===== config.mk =====
export PLATFORM = sky130hd
export DESIGN_NAME = ber_tlv_header_parser
export DESIGN_NICKNAME = d
export VERILOG_FILES = /design/src/btlv_pkg.sv /design/src/ber_tlv_header_parser.sv /design/src/btlv_input_stage.sv /design/src/btlv_decoder.sv /design/src/btlv_result_stage.sv
export SDC_FILE = /design/constraint.sdc
export NUM_CORES = 1
export LEC_CHECK = 0
export BUFFER_PORTS_ARGS = -buffer_cell sky130_fd_sc_hd__buf_2
export CAP_MARGIN = 20
export CORE_MARGIN = 2
export CORE_UTILIZATION = 40
export CTS_BUF_LIST = sky130_fd_sc_hd__clkbuf_8
export CTS_CLUSTER_DIAMETER = 60
export DETAILED_ROUTE_END_ITERATION = 10
export HOLD_SLACK_MARGIN = 0.02
export PLACE_DENSITY = 0.58
export SYNTH_ARGS = -nofsm -noshare
export SYNTH_HDL_FRONTEND = slang
export SYNTH_SLANG_ARGS = --single-unit

===== constraint.sdc =====
create_clock -name clock -period 13.05 [get_ports clock]
set_input_delay 0.6525 -clock clock [delete_from_list [all_inputs] [get_ports clock]]
set_output_delay 0.6525 -clock clock [all_outputs]
set_load 0.01 [all_outputs]

===== src/btlv_pkg.sv =====
// ----------------------------------------------------------------------------
// btlv_pkg: shared types and constants for the BER header parser
// Decode phases, status codes, result record and size constants.
// ----------------------------------------------------------------------------
package btlv_pkg;

   localparam int MAX_LENGTH_OCTETS = 4;
   localparam int MAX_TAG_OCTETS    = 4;

   localparam int TAG_CNT_W = $clog2(MAX_TAG_OCTETS + 1);
   localparam int LEN_CNT_W = $clog2(MAX_LENGTH_OCTETS + 1);

   localparam int TAG_W     = 28;
   localparam int LEN_W     = 32;
   localparam int OCTET_W   = 4;
   localparam int REQ_W     = 8;
   localparam int RSP_W     = 72;  // 71 field bits, padded to whole bytes

   localparam logic [7:0] LEN_INDEF     = 8'h80;
   localparam logic [4:0] TAG_LONG_FORM = 5'h1f;

   typedef enum logic [2:0] {
      PH_IDENT = 3'd0,
      PH_EOC2  = 3'd1,
      PH_TAGX  = 3'd2,
      PH_LEN1  = 3'd3,
      PH_LENN  = 3'd4
   } phase_type;

   typedef enum logic [1:0] {
      ST_OK          = 2'd0,
      ST_BAD_EOC     = 2'd1,
      ST_LEN_TOO_LONG = 2'd2,
      ST_TAG_TOO_LONG = 2'd3
   } status_type;

   typedef struct packed {
      status_type           status;
      logic [OCTET_W-1:0]   header_octets;
      logic                 end_of_contents;
      logic                 indefinite;
      logic [LEN_W-1:0]     content_length;
      logic [TAG_W-1:0]     tag_number;
      logic                 constructed;
      logic [1:0]           id_class;
   } rsp_type;

endpackage


===== src/ber_tlv_header_parser.sv =====
// ----------------------------------------------------------------------------
// ber_tlv_header_parser: BER identifier and length header decoder
// Takes one header octet per item and gives one item per finished header or
// error, carrying class, form, tag number, length, flags, octet count, status.
// ----------------------------------------------------------------------------
//
//  channel  direction  tdata bits  contents
//  req_     in         8           one raw header octet
//  rsp_     out        72          decoded header record (see rsp_tdata)
//
// One octet per cycle sustained while the result side does not stall: an octet
// waits in the input register while the decoder updates its state and, when a
// header ends, loads the result register. The octet ending a header passes
// through the input register, then the result register holds its decoded header.
// Reset is synchronous; afterwards the parser waits for an identifier octet.
// A stalled result holds the decoder; the input register still takes one
// octet, then req_tready drops until the result drains.
//
module ber_tlv_header_parser
   import btlv_pkg::*;
(
   input  logic             clock,
   input  logic             reset,
   input  logic             req_tvalid,
   output logic             req_tready,
   input  logic [REQ_W-1:0] req_tdata,   // [7:0] data_byte
   output logic             rsp_tvalid,
   input  logic             rsp_tready,
   output logic [RSP_W-1:0] rsp_tdata    // [1:0] id_class, [2] constructed,
                                         // [30:3] tag_number,
                                         // [62:31] content_length,
                                         // [63] indefinite, [64] end_of_contents,
                                         // [68:65] header_octets, [70:69] status,
                                         // [71] zero
);

   logic       item_valid;
   logic [7:0] item_byte;
   logic       can_load;
   logic       advance;
   logic       done;
   rsp_type    result;

   // decoder steps only when the result register can take whatever it makes
   assign advance = item_valid && can_load;

   btlv_input_stage u_input (
      .clock      (clock),
      .reset      (reset),
      .req_tvalid (req_tvalid),
      .req_tready (req_tready),
      .req_tdata  (req_tdata),
      .take       (advance),
      .item_valid (item_valid),
      .item_byte  (item_byte)
   );

   btlv_decoder u_decoder (
      .clock     (clock),
      .reset     (reset),
      .advance   (advance),
      .data_byte (item_byte),
      .done      (done),
      .result    (result)
   );

   btlv_result_stage u_result (
      .clock      (clock),
      .reset      (reset),
      .load       (advance && done),
      .result     (result),
      .can_load   (can_load),
      .rsp_tvalid (rsp_tvalid),
      .rsp_tready (rsp_tready),
      .rsp_tdata  (rsp_tdata)
   );

`ifndef NO_ASSERTIONS
   rsp_type rsp_view;
   assign rsp_view = rsp_type'(rsp_tdata[$bits(rsp_type)-1:0]);

   // a header spans at least identifier plus one more octet, at most ten
   a_octet_range: assert property (@(posedge clock) disable iff (reset)
      rsp_tvalid |-> (rsp_view.header_octets >= 4'd2 && rsp_view.header_octets <= 4'd10))
      else $error("header octet count out of range");

   // end-of-contents marker is always exactly two octets and ok
   a_eoc_shape: assert property (@(posedge clock) disable iff (reset)
      rsp_tvalid && rsp_view.end_of_contents |->
         (rsp_view.header_octets == 4'd2 && rsp_view.status == ST_OK
          && rsp_view.tag_number == '0))
      else $error("malformed end-of-contents item");

   // indefinite length carries no definite length
   a_indef_len: assert property (@(posedge clock) disable iff (reset)
      rsp_tvalid && rsp_view.indefinite |-> rsp_view.content_length == '0)
      else $error("indefinite item with nonzero length");

   // tag overflow is reported on the last allowed extension octet if bit 7 is still set
   a_tag_overflow: assert property (@(posedge clock) disable iff (reset)
      rsp_tvalid && rsp_view.status == ST_TAG_TOO_LONG |->
         (rsp_view.tag_number == '0
          && rsp_view.header_octets == OCTET_W'(MAX_TAG_OCTETS + 1)))
      else $error("tag overflow item malformed");

   // an octet waiting on a stalled result stays in the input register
   a_hold_item: assert property (@(posedge clock) disable iff (reset)
      item_valid && !advance |=> item_valid && $stable(item_byte))
      else $error("pending octet lost");
`endif

endmodule


===== src/btlv_input_stage.sv =====
// ----------------------------------------------------------------------------
// btlv_input_stage: input register
// Holds one header octet until the decoder takes it.
// ----------------------------------------------------------------------------
module btlv_input_stage
   import btlv_pkg::*;
(
   input  logic             clock,
   input  logic             reset,
   input  logic             req_tvalid,
   output logic             req_tready,
   input  logic [REQ_W-1:0] req_tdata,
   input  logic             take,
   output logic             item_valid,
   output logic [7:0]       item_byte
);

   logic       valid_ff, valid_in;
   logic [7:0] byte_ff;
   logic       accept;

   assign req_tready = !valid_ff || take;
   assign accept     = req_tvalid && req_tready;
   assign valid_in   = accept || (valid_ff && !take);

   always_ff @(posedge clock) begin
      if (reset) begin
         valid_ff <= 1'b0;
      end else begin
         valid_ff <= valid_in;
      end
   end

   always_ff @(posedge clock) begin
      if (accept) begin
         byte_ff <= req_tdata;
      end
   end

   assign item_valid = valid_ff;
   assign item_byte  = byte_ff;

endmodule


===== src/btlv_decoder.sv =====
// ----------------------------------------------------------------------------
// btlv_decoder: identifier and length decode state machine
// Updates the header state for one octet and forms the result when done.
// ----------------------------------------------------------------------------
module btlv_decoder
   import btlv_pkg::*;
(
   input  logic       clock,
   input  logic       reset,
   input  logic       advance,
   input  logic [7:0] data_byte,
   output logic       done,
   output rsp_type    result
);

   phase_type            phase_ff, phase_in;
   logic [1:0]           class_ff, class_in;
   logic                 form_ff, form_in;
   logic [TAG_W-1:0]     tag_ff, tag_in;
   logic [TAG_CNT_W-1:0] tag_cnt_ff, tag_cnt_in;
   logic [LEN_W-1:0]     len_ff, len_in;
   logic [LEN_CNT_W-1:0] left_ff, left_in;
   logic [OCTET_W-1:0]   count_ff, count_in;

   logic [TAG_CNT_W-1:0] tag_cnt_inc;
   logic [LEN_CNT_W-1:0] left_dec;
   logic [6:0]           len_octets;
   logic                 tag_full;
   logic                 len_too_long;

   assign tag_cnt_inc  = tag_cnt_ff + 1'b1;
   assign tag_full     = tag_cnt_inc >= TAG_CNT_W'(MAX_TAG_OCTETS);
   assign left_dec     = (left_ff != '0) ? left_ff - 1'b1 : left_ff;
   assign len_octets   = data_byte[6:0];
   assign len_too_long = len_octets > 7'(MAX_LENGTH_OCTETS);

   // next phase
   always_comb begin
      case (phase_ff)
         PH_EOC2: phase_in = PH_IDENT;
         PH_TAGX: begin
            if (!data_byte[7]) begin
               phase_in = PH_LEN1;
            end else if (tag_full) begin
               phase_in = PH_IDENT;
            end else begin
               phase_in = PH_TAGX;
            end
         end
         PH_LEN1: begin
            if (!data_byte[7] || data_byte == LEN_INDEF || len_too_long) begin
               phase_in = PH_IDENT;
            end else begin
               phase_in = PH_LENN;
            end
         end
         PH_LENN: phase_in = (left_dec == '0) ? PH_IDENT : PH_LENN;
         default: begin
            if (data_byte == 8'h00) begin
               phase_in = PH_EOC2;
            end else if (data_byte[4:0] == TAG_LONG_FORM) begin
               phase_in = PH_TAGX;
            end else begin
               phase_in = PH_LEN1;
            end
         end
      endcase
   end

   // datapath and result
   always_comb begin
      class_in   = class_ff;
      form_in    = form_ff;
      tag_in     = tag_ff;
      tag_cnt_in = tag_cnt_ff;
      len_in     = len_ff;
      left_in    = left_ff;
      count_in   = count_ff + 1'b1;
      done       = 1'b0;

      result                 = '0;
      result.id_class        = class_ff;
      result.constructed     = form_ff;
      result.tag_number      = tag_ff;
      result.header_octets   = count_in;
      result.status          = ST_OK;

      case (phase_ff)
         PH_EOC2: begin
            done                   = 1'b1;
            result.id_class        = 2'b00;
            result.constructed     = 1'b0;
            result.tag_number      = '0;
            result.end_of_contents = (data_byte == 8'h00);
            result.status          = (data_byte == 8'h00) ? ST_OK : ST_BAD_EOC;
         end
         PH_TAGX: begin
            tag_cnt_in = tag_cnt_inc;
            tag_in     = {tag_ff[TAG_W-8:0], data_byte[6:0]};
            if (data_byte[7] && tag_full) begin
               done              = 1'b1;
               result.tag_number = '0;
               result.status     = ST_TAG_TOO_LONG;
            end
         end
         PH_LEN1: begin
            if (!data_byte[7]) begin
               done                  = 1'b1;
               result.content_length = LEN_W'(data_byte);
            end else if (data_byte == LEN_INDEF) begin
               done              = 1'b1;
               result.indefinite = 1'b1;
            end else if (len_too_long) begin
               done          = 1'b1;
               result.status = ST_LEN_TOO_LONG;
            end else begin
               len_in  = '0;
               left_in = len_octets[LEN_CNT_W-1:0];
            end
         end
         PH_LENN: begin
            len_in  = {len_ff[LEN_W-9:0], data_byte};
            left_in = left_dec;
            if (left_dec == '0) begin
               done                  = 1'b1;
               result.content_length = len_in;
            end
         end
         default: begin
            count_in   = OCTET_W'(1);
            tag_cnt_in = '0;
            len_in     = '0;
            left_in    = '0;
            if (data_byte == 8'h00) begin
               class_in = 2'b00;
               form_in  = 1'b0;
               tag_in   = '0;
            end else begin
               class_in = data_byte[7:6];
               form_in  = data_byte[5];
               tag_in   = (data_byte[4:0] == TAG_LONG_FORM) ? '0 : TAG_W'(data_byte[4:0]);
            end
         end
      endcase
   end

   always_ff @(posedge clock) begin
      if (reset) begin
         phase_ff   <= PH_IDENT;
         class_ff   <= '0;
         form_ff    <= 1'b0;
         tag_ff     <= '0;
         tag_cnt_ff <= '0;
         len_ff     <= '0;
         left_ff    <= '0;
         count_ff   <= '0;
      end else if (advance) begin
         phase_ff   <= phase_in;
         class_ff   <= class_in;
         form_ff    <= form_in;
         tag_ff     <= tag_in;
         tag_cnt_ff <= tag_cnt_in;
         len_ff     <= len_in;
         left_ff    <= left_in;
         count_ff   <= count_in;
      end
   end

endmodule


===== src/btlv_result_stage.sv =====
// ----------------------------------------------------------------------------
// btlv_result_stage: result register
// Holds one decoded header until the sink takes it.
// ----------------------------------------------------------------------------
module btlv_result_stage
   import btlv_pkg::*;
(
   input  logic             clock,
   input  logic             reset,
   input  logic             load,
   input  rsp_type          result,
   output logic             can_load,
   output logic             rsp_tvalid,
   input  logic             rsp_tready,
   output logic [RSP_W-1:0] rsp_tdata
);

   logic    valid_ff, valid_in;
   rsp_type data_ff;

   assign can_load = !valid_ff || rsp_tready;
   assign valid_in = load || (valid_ff && !rsp_tready);

   always_ff @(posedge clock) begin
      if (reset) begin
         valid_ff <= 1'b0;
      end else begin
         valid_ff <= valid_in;
      end
   end

   always_ff @(posedge clock) begin
      if (load) begin
         data_ff <= result;
      end
   end

   assign rsp_tvalid = valid_ff;
   assign rsp_tdata  = {{(RSP_W - $bits(rsp_type)){1'b0}}, data_ff};

endmodule


==> impl_metrics.tcl <==
set metrics [dict create \
    cts.sinks 149 \
    grt_pass1_wl_mm 19.7 \
    initial_core_util_pct 41.4 \
    synth.net_count 536 \
    synthFlopType "edfxtp_1" \
    maxSlewViolCount 0 \
    yosysMostFrequentCell "edfxtp_1" \
    grt_max_degree 47 \
    tns_ns 0 \
    first_global_vias 3874 \
    avgSynthCellArea_sq_um 11.7 \
    cts_resized 0 \
    path_class "reg -> reg" \
    clk_pin_slew_worst_paths_ns 0.08 \
    path_cells "inv_1, ha_1, inv_1, ha_1, or4b_1, a21oi_2, and3b_1, nor2b_4, buf_4" \
    critPathRequiredTime_ns 13.15 \
    grt_setup_unrepaired "no" \
    skew_ns 0.00784 \
    multi_input_area_sq_mm 0.00208 \
    crit_fanout 38 \
    synthCells 519 \
    num_antenna_cells 0 \
    max_stage_delay_ns 0.80 \
    track_usage_pct 15.5 \
    io_buffers 84 \
    period_share_pct 32.5 \
    synth_edf_count 79 \
    worstMarginPinSlew_ns 0.989 \
    cp_top_family "simple AND/OR/NAND/NOR gates" \
    setup_viol_count_final 0 \
    num-nets-final 612 \
    seq_area_frac_synth_pct 62.3 \
    ant_nets 0 \
    maxCapViolCount 0 \
    endpoint_kind "flop" \
    die_x_um 127 \
    wirelength_mm 12.3 \
    n_fill_cell 1367 \
    drt_iter0_markers 391 \
    cpMaxStageDelayCell "a21oi_2" \
    ios 86 \
    antenna_found_initial 0 \
    cts_buffers 17 \
    pre_cts_slack_ns 8.71 \
    place_inst 759 \
    power_leakage_nw 2.53 \
    setup.worst_path.start_class "flop" \
    route.detailed.drc 0 \
    status "completed" \
    synth_cell_type_count 63 \
    first_pass_iters 5 \
    max_freq_mhz 236 \
    gr-total-overflow 0 \
    netlist_top_cells_count "edfxtp_1, nand2_1, dfxtp_1" \
    area_delta_synth_final_pct 16.1 \
    cts_tree "done" \
    postCtsSetupBuffers 0 \
    dieArea_sq_mm 0.0161 \
    vias_per_cell 5.01 \
    htreeDepth 4 \
    wire_per_inst_um 15.5 \
    instances_no_fill 792 \
    synth_area_leaders "edfxtp_1, dfxtp_1, and2_1" \
    yosysWarningCount 0 \
    place.gp.congestion 0.801 \
    ir_drop_mv 0.0609 \
    core_sq_mm 0.0146 \
    row_count 44 \
    clockBufferDepth 2 \
    clock_latency_ns 0.45 \
    synth_area_leader_cell "edfxtp_1" \
    slew_headroom_pct 34.0 \
    syn_area_sq_mm 0.00606 \
    hp-class "in -> reg" \
    dp.final_hpwl_mm 8.05 \
    register_area_sq_mm 0.00377 \
    power.density_mw_per_mm2 134 \
    synth_top_area_share_pct 39.2 \
    hold_viol 0 \
    setup_slack_ns 8.81 \
    ys_seq_elements 149 \
    vias 3966 \
    timing.critical_path.buf_inv 3 \
    arrival_ns 4.34 \
    drive_gt1_share_pct 22.9 \
    root_buffer "clkbuf_8" \
    hold_buffers 0 \
    async_reset_ff_share_pct 0 \
    die_h_um 127 \
    period_needed_ns 4.24 \
]
==> report_power, final <==
group | internal [mW] | switching (mW) | leakage [nW]
sequential | 0.496 | 0.00794 | 1.30
clock | 0.215 | 0.179 | 0.208
combinational | 0.0160 | 0.0295 | 1.02
==> stage by stage <==
stage	hold slack, ns	total power [mW]	utilization, %	cell area, sq um
floorplan	0.427	0.550	-	6060
global placement	0.439	0.558	44.8	6560
detailed placement	0.442	0.560	44.9	6570
CTS	0.352	0.952	47.9	7020
global route	0.356	0.977	48.0	7030
finish	0.381	0.944	48.0	7030
==> per-layer routing <==
| layer | vias up | global-route usage (%) | part of all wire (%) |
|---|---|---|---|
| met5 | - | 0 | 0 |
| met4 | 0 | 6.46 | 1.9 |
| met3 | 18 | 4.44 | 4.4 |
| met2 | 87 | 23.8 | 46 |
| met1 | 1890 | 20.9 | 48 |
| li1 | 1971 | - | - |
==> final timing paths <==
kind	cells after the start	endpoint	slack [ns]	from
setup / recovery	9	u_result.rsp_tdata[5]	8.81	u_decoder.left_ff[0]
hold / removal	1	u_input.item_byte[5]	0.38	req_tdata[5]
setup reg to reg	9	u_result.rsp_tdata[5]	8.81	u_decoder.left_ff[0]
hold reg to reg	2	u_decoder.tag_ff[26]	0.45	u_decoder.tag_ff[26]
==> area by class of cell <==
| class | count | area share (%) |
|---|---|---|
| Clock buffer | 18 | 3.52 |
| Tap cell | 184 | 3.27 |
| Clock inverter | 14 | 2.86 |
| Inverter | 8 | 0.427 |
| Multi-Input combinational cell | 330 | 29.6 |
| Sequential cell | 149 | 53.7 |
| Timing Repair Buffer | 89 | 6.67 |
==> cells in the final DEF, fill, tap and decap left out, types with 3 or more instances in the layout <==
cell type	count
xor2_1	3
dfxtp_1	70
nand3_1	26
edfxtp_1	79
nand2_1	78
a211oi_1	3
ha_1	5
buf_2	84
a21oi_1	35
nand4_1	3
nor2b_1	9
buf_4	3
clkinvlp_4	5
a22oi_1	4
mux2i_1	28
nand2b_1	5
a22o_1	6
clkinv_4	4
and2_1	55
nor2_1	17
inv_1	7
clkbuf_8	18
bufinv_16	4
==> state kept, by name, summed over array words and instances, names as in the netlist, 2 cells and up <==
signal                count
u_decoder.tag_ff         28
u_decoder.tag_cnt_ff      3
u_decoder.left_ff         3
u_result.rsp_tdata       71
u_decoder.phase_ff        3
u_input.item_byte         8
u_decoder.class_ff        2
u_decoder.count_ff        4
u_decoder.len_ff         24
==> cell families (layout without fill, tap and decap cells) <==
| family | Yosys count | after routing | synth area share (%) |
|---|---|---|---|
| simple gates | 221 | 221 | 19.4 |
| flops | 149 | 149 | 62.3 |
| compound gates | 70 | 70 | 8.14 |
| buf+inv | 40 | 129 | 3.70 |
| mux | 28 | 28 | 4.63 |
| fa+ha+maj | 5 | 5 | 1.03 |
| xor+xnor | 5 | 5 | 0.723 |
| other cells | 1 | 1 | 0.0619 |
==> worst reg2reg max path, cell delays in order, from the launching register on <==
cell	delay (ns)
dfxtp_1	0.36
inv_1	0.12
ha_1	0.20
inv_1	0.05
ha_1	0.21
or4b_1	0.52
a21oi_2	0.80
and3b_1	0.31
nor2b_4	0.75
buf_4	0.54
No activity file was read; power rests on OpenSTA's default activity.
